<file path="src/sv/tcpq_pkg.sv">
// tcpq_pkg: shared types and codes for the three-class priority call queue.
// Used by the front, back, FIFO, checker and top level. No dependencies.

package tcpq_pkg;

  // Fixed port widths
  localparam int PORT_PAYLOAD_BITS = 32;
  localparam int TOTAL_BITS        = 6;

  // Class codes
  localparam logic [1:0] CLS_EMERGENCY = 2'd0;
  localparam logic [1:0] CLS_VOICE     = 2'd1;
  localparam logic [1:0] CLS_DATA      = 2'd2;
  localparam int         NUM_CLASSES   = 3;

  typedef enum logic [1:0] {
    OP_ENQ     = 2'd0,
    OP_SERVE   = 2'd1,
    OP_DISMISS = 2'd2,
    OP_NOP     = 2'd3
  } op_t;

  typedef enum logic [1:0] {
    ST_OK      = 2'd0,
    ST_DROPPED = 2'd1,
    ST_EMPTY   = 2'd2
  } status_t;

  // Classified command item, front to back
  typedef struct packed {
    op_t                          op;
    logic [1:0]                   cls;
    logic [PORT_PAYLOAD_BITS-1:0] payload;
  } cmd_t;

  // Result item, back to output queue
  typedef struct packed {
    logic                         served_valid;
    logic [1:0]                   served_class;
    logic [PORT_PAYLOAD_BITS-1:0] served_payload;
    logic [TOTAL_BITS-1:0]        total_count;
    logic                         queue_empty;
    status_t                      status;
  } res_t;

  // FIFO occupancy flags
  typedef struct packed {
    logic empty;
    logic full;
    logic afull;
  } fifo_stat_t;

endpackage

</file>
<file path="src/sv/tcpq_fifo.sv">
// tcpq_fifo: small register FIFO used for the command queue and result queue.
// Depends on tcpq_pkg (fifo_stat_t).

module tcpq_fifo
  import tcpq_pkg::*;
#(
  parameter int WIDTH = 8,
  parameter int DEPTH = 4
) (
  input  logic             clk,
  input  logic             rst,
  input  logic             wr_en,
  input  logic [WIDTH-1:0] wr_data,
  input  logic             rd_en,
  output logic [WIDTH-1:0] rd_data,
  output fifo_stat_t       stat
);

  localparam int AW   = $clog2(DEPTH);
  localparam int CNTW = $clog2(DEPTH + 1);

  logic [WIDTH-1:0] mem [DEPTH];
  logic [AW-1:0]    wptr, rptr;
  logic [CNTW-1:0]  count;

  // Pointers and occupancy
  always_ff @(posedge clk) begin
    if (rst) begin
      wptr  <= '0;
      rptr  <= '0;
      count <= '0;
    end else begin
      if (wr_en) begin
        wptr <= (wptr == AW'(DEPTH - 1)) ? '0 : wptr + 1'b1;
      end
      if (rd_en) begin
        rptr <= (rptr == AW'(DEPTH - 1)) ? '0 : rptr + 1'b1;
      end
      if (wr_en && !rd_en) begin
        count <= count + 1'b1;
      end else if (!wr_en && rd_en) begin
        count <= count - 1'b1;
      end
    end
  end

  // Storage
  always_ff @(posedge clk) begin
    if (wr_en) begin
      mem[wptr] <= wr_data;
    end
  end

  assign rd_data    = mem[rptr];
  assign stat.empty = (count == '0);
  assign stat.full  = (count == CNTW'(DEPTH));
  assign stat.afull = (count >= CNTW'(DEPTH - 1));

endmodule

</file>
<file path="src/sv/tcpq_front.sv">
// tcpq_front: input stage; accepts command items, normalizes the class code
// and hands them to the command queue. Depends on tcpq_pkg.

module tcpq_front
  import tcpq_pkg::*;
(
  input  logic                         clk,
  input  logic                         rst,
  input  logic                         push,
  output logic                         full,
  input  logic [1:0]                   command,
  input  logic [1:0]                   call_class,
  input  logic [PORT_PAYLOAD_BITS-1:0] payload_in,
  input  logic                         cq_full,
  output logic                         cq_push,
  output cmd_t                         cq_data
);

  logic fr_valid, fr_valid_next;
  cmd_t fr_cmd;
  logic accept;

  assign full    = fr_valid && cq_full;
  assign accept  = push && !full;
  assign cq_push = fr_valid && !cq_full;
  assign cq_data = fr_cmd;

  // Stage occupancy
  always_comb begin
    fr_valid_next = accept || (fr_valid && cq_full);
  end

  always_ff @(posedge clk) begin
    if (rst) begin
      fr_valid <= 1'b0;
    end else begin
      fr_valid <= fr_valid_next;
    end
  end

  // Classify: class code three maps to data
  always_ff @(posedge clk) begin
    if (accept) begin
      fr_cmd.op      <= op_t'(command);
      fr_cmd.cls     <= (call_class > CLS_DATA) ? CLS_DATA : call_class;
      fr_cmd.payload <= payload_in;
    end
  end

endmodule

</file>
<file path="src/sv/tcpq_back.sv">
// tcpq_back: executes commands against the three class FIFOs (memories plus
// head/tail/count registers) and builds result items. Depends on tcpq_pkg.

module tcpq_back
  import tcpq_pkg::*;
#(
  parameter int CLASS_DEPTH  = 16,
  parameter int PAYLOAD_BITS = 32
) (
  input  logic       clk,
  input  logic       rst,
  input  logic       cq_empty,
  input  cmd_t       cq_data,
  output logic       cq_pop,
  input  fifo_stat_t oq_stat,
  output logic       res_push,
  output res_t       res
);

  localparam int PW  = $clog2(CLASS_DEPTH);
  localparam int CW  = $clog2(CLASS_DEPTH + 1);
  localparam int SW  = (PAYLOAD_BITS < PORT_PAYLOAD_BITS) ? PAYLOAD_BITS : PORT_PAYLOAD_BITS;
  localparam int TW  = $clog2(NUM_CLASSES * CLASS_DEPTH + 1);
  localparam int TXW = (TW > TOTAL_BITS) ? TW : TOTAL_BITS;

  logic [PW-1:0] head [NUM_CLASSES];
  logic [PW-1:0] tail [NUM_CLASSES];
  logic [CW-1:0] cnt  [NUM_CLASSES];
  logic [PW-1:0] head_next [NUM_CLASSES];
  logic [PW-1:0] tail_next [NUM_CLASSES];
  logic [CW-1:0] cnt_next  [NUM_CLASSES];

  logic [NUM_CLASSES-1:0] wr_en, rd_en, sel, cls_full;
  logic [SW-1:0]          wr_data;
  logic [SW-1:0]          rd_q [NUM_CLASSES];

  logic          fire;
  logic          enq_full;
  logic [TW-1:0] total;
  logic [TXW-1:0] total_x;
  status_t       status_next;
  logic          srv_next;
  logic [1:0]    srv_cls_next;

  // Stage 2 registers
  logic                  s2_valid;
  logic                  s2_srv;
  logic [1:0]            s2_cls;
  logic [TOTAL_BITS-1:0] s2_total;
  logic                  s2_empty;
  status_t               s2_status;
  logic [SW-1:0]         s2_pay;

  // Issue when the result queue has room for this item and the one in flight
  assign fire   = !cq_empty && (s2_valid ? !oq_stat.afull : !oq_stat.full);
  assign cq_pop = fire;
  assign wr_data = SW'(cq_data.payload);

  // Stage 1: priority select, pointer and count updates
  always_comb begin
    for (int k = 0; k < NUM_CLASSES; k++) begin
      cls_full[k] = (cnt[k] == CW'(CLASS_DEPTH));
    end
    sel[0] = (cnt[0] != '0);
    sel[1] = (cnt[0] == '0) && (cnt[1] != '0);
    sel[2] = (cnt[0] == '0) && (cnt[1] == '0) && (cnt[2] != '0);

    enq_full = 1'b0;
    for (int k = 0; k < NUM_CLASSES; k++) begin
      if (cq_data.cls == 2'(k) && cls_full[k]) begin
        enq_full = 1'b1;
      end
    end

    for (int k = 0; k < NUM_CLASSES; k++) begin
      wr_en[k] = fire && (cq_data.op == OP_ENQ) && (cq_data.cls == 2'(k)) && !cls_full[k];
      rd_en[k] = fire && (cq_data.op == OP_SERVE) && sel[k];
      head_next[k] = head[k];
      tail_next[k] = tail[k];
      cnt_next[k]  = cnt[k];
      if (fire && (cq_data.op == OP_DISMISS) && (2'(k) == CLS_DATA)) begin
        head_next[k] = '0;
        tail_next[k] = '0;
        cnt_next[k]  = '0;
      end else if (wr_en[k]) begin
        tail_next[k] = (tail[k] == PW'(CLASS_DEPTH - 1)) ? '0 : tail[k] + 1'b1;
        cnt_next[k]  = cnt[k] + 1'b1;
      end else if (rd_en[k]) begin
        head_next[k] = (head[k] == PW'(CLASS_DEPTH - 1)) ? '0 : head[k] + 1'b1;
        cnt_next[k]  = cnt[k] - 1'b1;
      end
    end

    total   = TW'(cnt_next[0]) + TW'(cnt_next[1]) + TW'(cnt_next[2]);
    total_x = TXW'(total);

    srv_next     = (cq_data.op == OP_SERVE) && (sel != '0);
    srv_cls_next = sel[0] ? CLS_EMERGENCY : (sel[1] ? CLS_VOICE : CLS_DATA);

    status_next = ST_OK;
    case (cq_data.op)
      OP_ENQ:   status_next = enq_full ? ST_DROPPED : ST_OK;
      OP_SERVE: status_next = (sel == '0) ? ST_EMPTY : ST_OK;
      default:  status_next = ST_OK;
    endcase
  end

  // Class state registers
  always_ff @(posedge clk) begin
    if (rst) begin
      for (int k = 0; k < NUM_CLASSES; k++) begin
        head[k] <= '0;
        tail[k] <= '0;
        cnt[k]  <= '0;
      end
    end else begin
      for (int k = 0; k < NUM_CLASSES; k++) begin
        head[k] <= head_next[k];
        tail[k] <= tail_next[k];
        cnt[k]  <= cnt_next[k];
      end
    end
  end

  // One payload memory per class, registered read
  for (genvar g = 0; g < NUM_CLASSES; g++) begin : g_store
    logic [SW-1:0] store [CLASS_DEPTH];

    always_ff @(posedge clk) begin
      if (wr_en[g]) begin
        store[tail[g]] <= wr_data;
      end
      if (rd_en[g]) begin
        rd_q[g] <= store[head[g]];
      end
    end
  end

  // Stage 2 control
  always_ff @(posedge clk) begin
    if (rst) begin
      s2_valid <= 1'b0;
    end else begin
      s2_valid <= fire;
    end
  end

  always_ff @(posedge clk) begin
    if (fire) begin
      s2_srv    <= srv_next;
      s2_cls    <= srv_next ? srv_cls_next : CLS_EMERGENCY;
      s2_total  <= total_x[TOTAL_BITS-1:0];
      s2_empty  <= (total == '0);
      s2_status <= status_next;
    end
  end

  // Pick the read data of the served class
  always_comb begin
    s2_pay = '0;
    for (int k = 0; k < NUM_CLASSES; k++) begin
      if (s2_srv && s2_cls == 2'(k)) begin
        s2_pay = rd_q[k];
      end
    end
  end

  assign res_push           = s2_valid;
  assign res.served_valid   = s2_srv;
  assign res.served_class   = s2_cls;
  assign res.served_payload = PORT_PAYLOAD_BITS'(s2_pay);
  assign res.total_count    = s2_total;
  assign res.queue_empty    = s2_empty;
  assign res.status         = s2_status;

endmodule

</file>
<file path="src/sv/three_class_priority_call_queue.sv">
// Three-class strict-priority call queue: emergency, voice, data.
// Path of an item: front register, command queue, back stage 2 registers, result queue.
// Throughput: one item per cycle unless a full result queue holds up the back part.
// Reset (rst, synchronous): empties command and result queues, clears all class
// heads, tails and counts; payload memories are not cleared.
// Depends on tcpq_pkg, tcpq_fifo, tcpq_front, tcpq_back.

module three_class_priority_call_queue
  import tcpq_pkg::*;
#(
  parameter int CLASS_DEPTH  = 16,
  parameter int PAYLOAD_BITS = 32
) (
  input  logic                         clk,
  input  logic                         rst,
  input  logic                         push,
  output logic                         full,
  input  logic [1:0]                   command,
  input  logic [1:0]                   call_class,
  input  logic [PORT_PAYLOAD_BITS-1:0] payload_in,
  output logic                         empty,
  input  logic                         pop,
  output logic                         served_valid,
  output logic [1:0]                   served_class,
  output logic [PORT_PAYLOAD_BITS-1:0] served_payload,
  output logic [TOTAL_BITS-1:0]        total_count,
  output logic                         queue_empty,
  output logic [1:0]                   status
);

  localparam int QUEUE_DEPTH = 4;

  cmd_t       cq_wdata, cq_rdata;
  logic       cq_push, cq_pop;
  fifo_stat_t cq_stat, oq_stat;
  res_t       res_w, res_r;
  logic       res_push, oq_pop;

  // Front: accept and classify
  tcpq_front u_front (
    .clk        (clk),
    .rst        (rst),
    .push       (push),
    .full       (full),
    .command    (command),
    .call_class (call_class),
    .payload_in (payload_in),
    .cq_full    (cq_stat.full),
    .cq_push    (cq_push),
    .cq_data    (cq_wdata)
  );

  // Command queue between front and back
  tcpq_fifo #(
    .WIDTH ($bits(cmd_t)),
    .DEPTH (QUEUE_DEPTH)
  ) u_cmdq (
    .clk     (clk),
    .rst     (rst),
    .wr_en   (cq_push),
    .wr_data (cq_wdata),
    .rd_en   (cq_pop),
    .rd_data (cq_rdata),
    .stat    (cq_stat)
  );

  // Back: execute against class FIFOs
  tcpq_back #(
    .CLASS_DEPTH  (CLASS_DEPTH),
    .PAYLOAD_BITS (PAYLOAD_BITS)
  ) u_back (
    .clk      (clk),
    .rst      (rst),
    .cq_empty (cq_stat.empty),
    .cq_data  (cq_rdata),
    .cq_pop   (cq_pop),
    .oq_stat  (oq_stat),
    .res_push (res_push),
    .res      (res_w)
  );

  // Result queue
  tcpq_fifo #(
    .WIDTH ($bits(res_t)),
    .DEPTH (QUEUE_DEPTH)
  ) u_resq (
    .clk     (clk),
    .rst     (rst),
    .wr_en   (res_push),
    .wr_data (res_w),
    .rd_en   (oq_pop),
    .rd_data (res_r),
    .stat    (oq_stat)
  );

  assign empty          = oq_stat.empty;
  assign oq_pop         = pop && !oq_stat.empty;
  assign served_valid   = res_r.served_valid;
  assign served_class   = res_r.served_class;
  assign served_payload = res_r.served_payload;
  assign total_count    = res_r.total_count;
  assign queue_empty    = res_r.queue_empty;
  assign status         = res_r.status;

endmodule

</file>
<file path="config.mk">
export PLATFORM = sky130hd
export DESIGN_NAME = three_class_priority_call_queue
export DESIGN_NICKNAME = d
export VERILOG_FILES = /design/src/sv/tcpq_pkg.sv /design/src/sv/tcpq_fifo.sv /design/src/sv/tcpq_front.sv /design/src/sv/tcpq_back.sv /design/src/sv/three_class_priority_call_queue.sv
export SDC_FILE = /design/constraint.sdc
export NUM_CORES = 2
export LEC_CHECK = 0
export ABC_AREA = 1
export BUFFER_PORTS_ARGS = -buffer_cell sky130_fd_sc_hd__buf_2
export CAP_MARGIN = 20
export CORE_UTILIZATION = 30
export CTS_CLUSTER_DIAMETER = 80
export DETAILED_ROUTE_END_ITERATION = 10
export HOLD_SLACK_MARGIN = 0.15
export SETUP_SLACK_MARGIN = 0.05
export SYNTH_ARGS = -nofsm -noshare
export SYNTH_HDL_FRONTEND = slang
export SYNTH_HIERARCHICAL = 1
export SYNTH_SLANG_ARGS = --single-unit
</file>
<file path="constraint.sdc">
create_clock -name clk -period 10.2 [get_ports clk]
set_input_delay 2.04 -clock clk [delete_from_list [all_inputs] [get_ports clk]]
set_output_delay 2.04 -clock clk [all_outputs]
set_load 0.02 [all_outputs]
</file>
# Yosys cells after proc, flatten, opt, wreduce, memory -nomap -nowiden

Memory sizes are Yosys's and may differ from the RTL's. A register that Yosys moved wholly into a read port is not among the register bits.
Index checks and enable logic that the tools add are counted.

Muxes and demuxes: 81
$lt $le $gt $ge: 2
Divide/modulo/power cells: 0
Add/sub/neg operators: 22
Bitwise operators: 10
Shift-type cells: 0
Reductions and logical operators: 63
Equal/unequal tests: 21
Multipliers: 0

Operators with widths:

| kind                                                | number |
|---|---|
| two-way mux 32 bit                                  | 5 |
| two-way mux 4 bit                                   | 23 |
| OR reduction 32 bit                                 | 2 |
| two-way mux 5 bit                                   | 10 |
| logical AND 1 bit                                   | 31 |
| two-way mux 1 bit                                   | 26 |
| adder 4 x 1 -> 4 bit, second input constant         | 6 |
| equality test 4 bit, second input constant          | 6 |
| two-way mux 2 bit                                   | 12 |
| adder 5 x 1 -> 5 bit, second input constant         | 3 |
| equality test 5 bit, second input constant          | 3 |
| nonzero test 5 bit                                  | 3 |
| subtractor 5 x 1 -> 5 bit, second input constant    | 3 |
| equality test 2 bit, second input constant          | 7 |
| logical NOT 1 bit                                   | 13 |
| two-way mux 3 bit                                   | 4 |
| logical NOT 5 bit                                   | 2 |
| logical NOT 3 bit                                   | 3 |
| bitwise OR 1 bit                                    | 9 |
| adder 2 x 1 -> 2 bit, second input constant         | 4 |
| adder 3 x 1 -> 3 bit, second input constant         | 2 |
| adder 5 x 5 -> 6 bit                                | 1 |
| adder 6 x 5 -> 6 bit                                | 1 |
| equality test 2 x 1 -> 1 bit, second input constant | 3 |
| 12 further kinds                                    | 17 |

Flip-flop bits (word level): 64
Bits of input ports: 40
ROM bits: 0
Memories kept: 9
RAM bits: 1991
Word-level logic and storage cells: 224
Output and inout bits: 46
Bits in latches: 0

Memory list:

| name                    | depth | width | rd ports | clocked after memory_dff | wr ports | RTL line         | RTL |
|---|---|---|---|---|---|---|---|
| u_back.g_store[0].store | 16    | 32    | 1        | 0                        | 1        | tcpq_back.sv:127 | `logic [SW-1:0] store [CLASS_DEPTH];` |
| u_back.g_store[1].store | 16    | 32    | 1        | 0                        | 1        | tcpq_back.sv:127 |  |
| u_back.g_store[2].store | 16    | 32    | 1        | 0                        | 1        | tcpq_back.sv:127 |  |
| u_resq.mem              | 4     | 44    | 1        | 1                        | 1        | tcpq_fifo.sv:22  | `logic [WIDTH-1:0] mem [DEPTH];` |
| u_cmdq.mem              | 4     | 36    | 1        | 1                        | 1        | tcpq_fifo.sv:22  |  |
| u_back.rd_q             | 3     | 32    | 3        | 0                        | 1        | tcpq_back.sv:35  | `logic [SW-1:0] rd_q [NUM_CLASSES];` |
| 3 more memories         | n/a   | n/a   | n/a      | n/a                      | n/a      | n/a              |  |

# Longest topological paths before layout

Depth after elaboration: 11
Depth in mapped cells: 23
Gate-level depth less buffers: 21

# Hierarchy

The synthesis kept the hierarchy.

Modules (own cells, without submodules):

| module                          | sequential area each (um2) | cells an instance | instances | area each (um2) |
|---|---|---|---|---|
| tcpq_back                       | 50168.1                    | 5089              | 1         | 66585.1 |
| tcpq_fifo at u_resq             | 5465.2                     | 486               | 1         | 7070.5 |
| tcpq_fifo at u_cmdq             | 4504.3                     | 409               | 1         | 6105.9 |
| tcpq_front                      | 1101.1                     | 47                | 1         | 1146.1 |
| three_class_priority_call_queue | 0.0                        | 2                 | 1         | 10.0 |

# Least setup slack after synthesis

Ideal clock, no wire load.

Path type: register -> register
Start point: register (tool-made name)
End point: memory u_back/g_store[2].store[7][0] in the netlist's numbering, enable pin
Path buffers: 2
Slack: 6003 ps
Clock period less this slack: 4197 ps
Arrival time: 3736 ps
Stages on the path, launching flop included: 14
Required time: 9739 ps
Setup time: 461 ps
Path through: dfxtp_1 buf_6 clkinv_8 clkbuf_4 o21ai_2 o22ai_2 inv_1 nor2_1 nand2_1 inv_1 nand2_1 inv_1 nand2_1 nor3_1

RTL lines:

| element          | RTL line |
|---|---|
| end: declaration | tcpq_back.sv:127 |

==> qor.csv <==
metric,value,unit
leakage,29.9,nW
# hold bufs at CTS,0,
area grow syn2layout,14.9,%
clk_lat worst skew,0.89,ns
Core ar.,268000,um2
Routability Congestion,0.856,
r2r worst-path depth,21,
Final Worst Setup Slack,4.45,ns
Port Buffer Count,85,
Worst Skew,0.0845,ns
grt peak-use layer,met2,
Critical Path AT,3.71,ns
Nets,6181,
final core utilization,34.7,%
VDD IR max,0.203,mV
Vias,49843,
grt met1 use,21.5,%
CTS tree,done,
Setup CP Type,reg2out,
Total Wirelength,219,mm
antenna violations before repair,13,
clock buffer depth,3,
required time worst endpoint,8.16,ns
Setup crit end,served_payload[23],
Clock Tree Root,clkbuf_16,
Die Wd,521,um
global route overflow,0,
setup violators final,0,
Final Hold Viols,0,
Via density,5.07,
CP Max Fanout,88,
total power divided by cell area,260,nW/um2
Slew @ Worst Pin,1.07,ns
Die Height,521,um
global-route wire length before repair,318,mm
CTS resizes,0,
RSZ-0062 raised after global routing,no,
MaxCap Viol Count,0,
post-detail-place hpwl,121,mm
Routed Antenna Nets,0,
Initial Util,30.2,%
maximum clock frequency,174,MHz
DR pass1 iterations,7,
DRT iter0 DRCs,5568,
postcts setup bufs,0,
met2 usage,24.8,%
number of global-route vias before repair,47697,
DRC Markers,0,
met3 usage,2.62,%
reg2reg setup slack,4.68,ns
synthesized instance count,6031,
largest net degree at the start of global routing,157,
clock-pin slew on the worst setup and hold paths,0.06,ns
"Period Utilization, post-route",56.4,%
Max Slew Vio Count,0,
row count,190,
die area,272000,um2
synth warn,6,
Fillers,25543,
I/O pin count,86,
TritonCTS buffer count,205,
total negative slack,0,ns
Avg Synthesized Cell Area,13.4,um2
share of cells above drive strength 1,11.7,%
mapped cell area,80900,um2
WL per Instance,22.3,um
status,completed,
reg-to-reg endpoint,u_back/s2_empty,
crit path capture type,output port,
Critical Path Start Type,register,
clock sink count,2059,
pre-CTS setup slack,4.71,ns
max_slew headroom,28.0,%
Hold Crit Class,reg2reg,
H-tree depth,4,
global-route usage over all layers,15.8,%
Final min period,5.75,ns
Synthesized Nets,6118,
flip-flops by register name, indices dropped and copies added, names as in the netlist, 12 cells and up, named ones only:
name,flops
u_back/cnt,15
u_back/g_store.store,1536
u_back/head,12
u_back/rd_q,96
u_back/tail,12
u_cmdq/mem,144
u_front/cq_data,36
u_resq/mem,176
power breakdown:
group / internal, mW / switching [mW] / leakage [nW]
sequential: 10.9 / 0.291 / 18.6
clock: 4.41 / 3.33 / 3.38
combinational: 1.15 / 4.10 / 7.94
total: 16.4 / 7.72 / 29.9
layout by cell type, fill, tap and decap left out, types with 6 or more instances in the layout:
| master | instances |
|---|---|
| edfxtp_1 | 2000 |
| nor2_1 | 1110 |
| o21ai_0 | 722 |
| nand2_1 | 505 |
| nand3_1 | 215 |
| clkbuf_16 | 205 |
| o211ai_1 | 148 |
| inv_1 | 146 |
| o22ai_1 | 143 |
| buf_4 | 134 |
| o21ai_1 | 99 |
| buf_2 | 85 |
| o32ai_1 | 64 |
| nor2_4 | 58 |
| dfxtp_1 | 48 |
| a21oi_1 | 46 |
| clkinv_2 | 45 |
| clkinv_1 | 43 |
| clkbuf_1 | 39 |
| a31oi_1 | 39 |
| ha_1 | 39 |
| o221ai_1 | 37 |
| o2111ai_1 | 34 |
| o22ai_4 | 32 |
| nor2_2 | 29 |
| bufinv_16 | 26 |
| nor3_1 | 24 |
| o21ai_2 | 24 |
| o22ai_2 | 14 |
| clkinv_16 | 13 |
| xor2_1 | 13 |
| clkinvlp_4 | 11 |
| inv_2 | 10 |
| diode_2 | 8 |
| fa_1 | 8 |
| nand3_2 | 6 |
| dfxtp_4 | 6 |
layout make-up:
class / instances / area, um2 / area share (%)
diodes: 8 / 20.0 / 0.0215
clock buffers: 244 / 5280 / 5.68
clock inverters: 143 / 1740 / 1.88
inverters: 168 / 677 / 0.728
multi-input cells: 3433 / 17900 / 19.3
flip-flops and latches: 2059 / 61300 / 65.9
well taps: 3552 / 4440 / 4.78
repair buffers: 227 / 1610 / 1.74
stage by stage:
| step | cells | area, um2 | hold WS (ns) | power, mW |
|---|---|---|---|---|
| final | 9834 | 92900 | 0.488 | 24.1 |
| after global routing | 9827 | 92900 | 0.516 | 25.0 |
| after CTS | 9822 | 92800 | 0.492 | 24.3 |
| after detailed placement | 9435 | 85800 | 0.482 | 16.5 |
| after floorplan | 6031 | 80900 | 0.453 | 14.2 |
| after global placement | 9432 | 85700 | 0.470 | 16.4 |
metal layers:
metal / part of all wire [%] / up-vias
met2: 46 / 1987
met5: 0.0064 / -
met1: 42 / 25206
li1: - / 22323
met3: 7.7 / 325
met4: 4.0 / 2
worst min path at each step:
stage,startpoint,to,cells past startpoint
2_1_floorplan,u_front/fr_valid,u_front/fr_valid,2
3_3_place_gp,u_front/cq_data[18],u_cmdq/mem[0][18],0
3_5_place_dp,u_front/cq_data[21],u_cmdq/mem[3][21],0
4_1_cts,u_back/head[0][11],u_back/head[0][11],2
5_1_grt,u_back/head[0][11],u_back/head[0][11],2
6_report,u_front/fr_valid,u_front/fr_valid,2
critical path, stage by stage, from the launching register on:
cell,delay (ns)
dfxtp_4,0.49
buf_4,0.38
inv_6,0.64
o21ai_0,0.18
o22ai_1,0.76
buf_2,0.31
(Power assumes the default switching activity.)
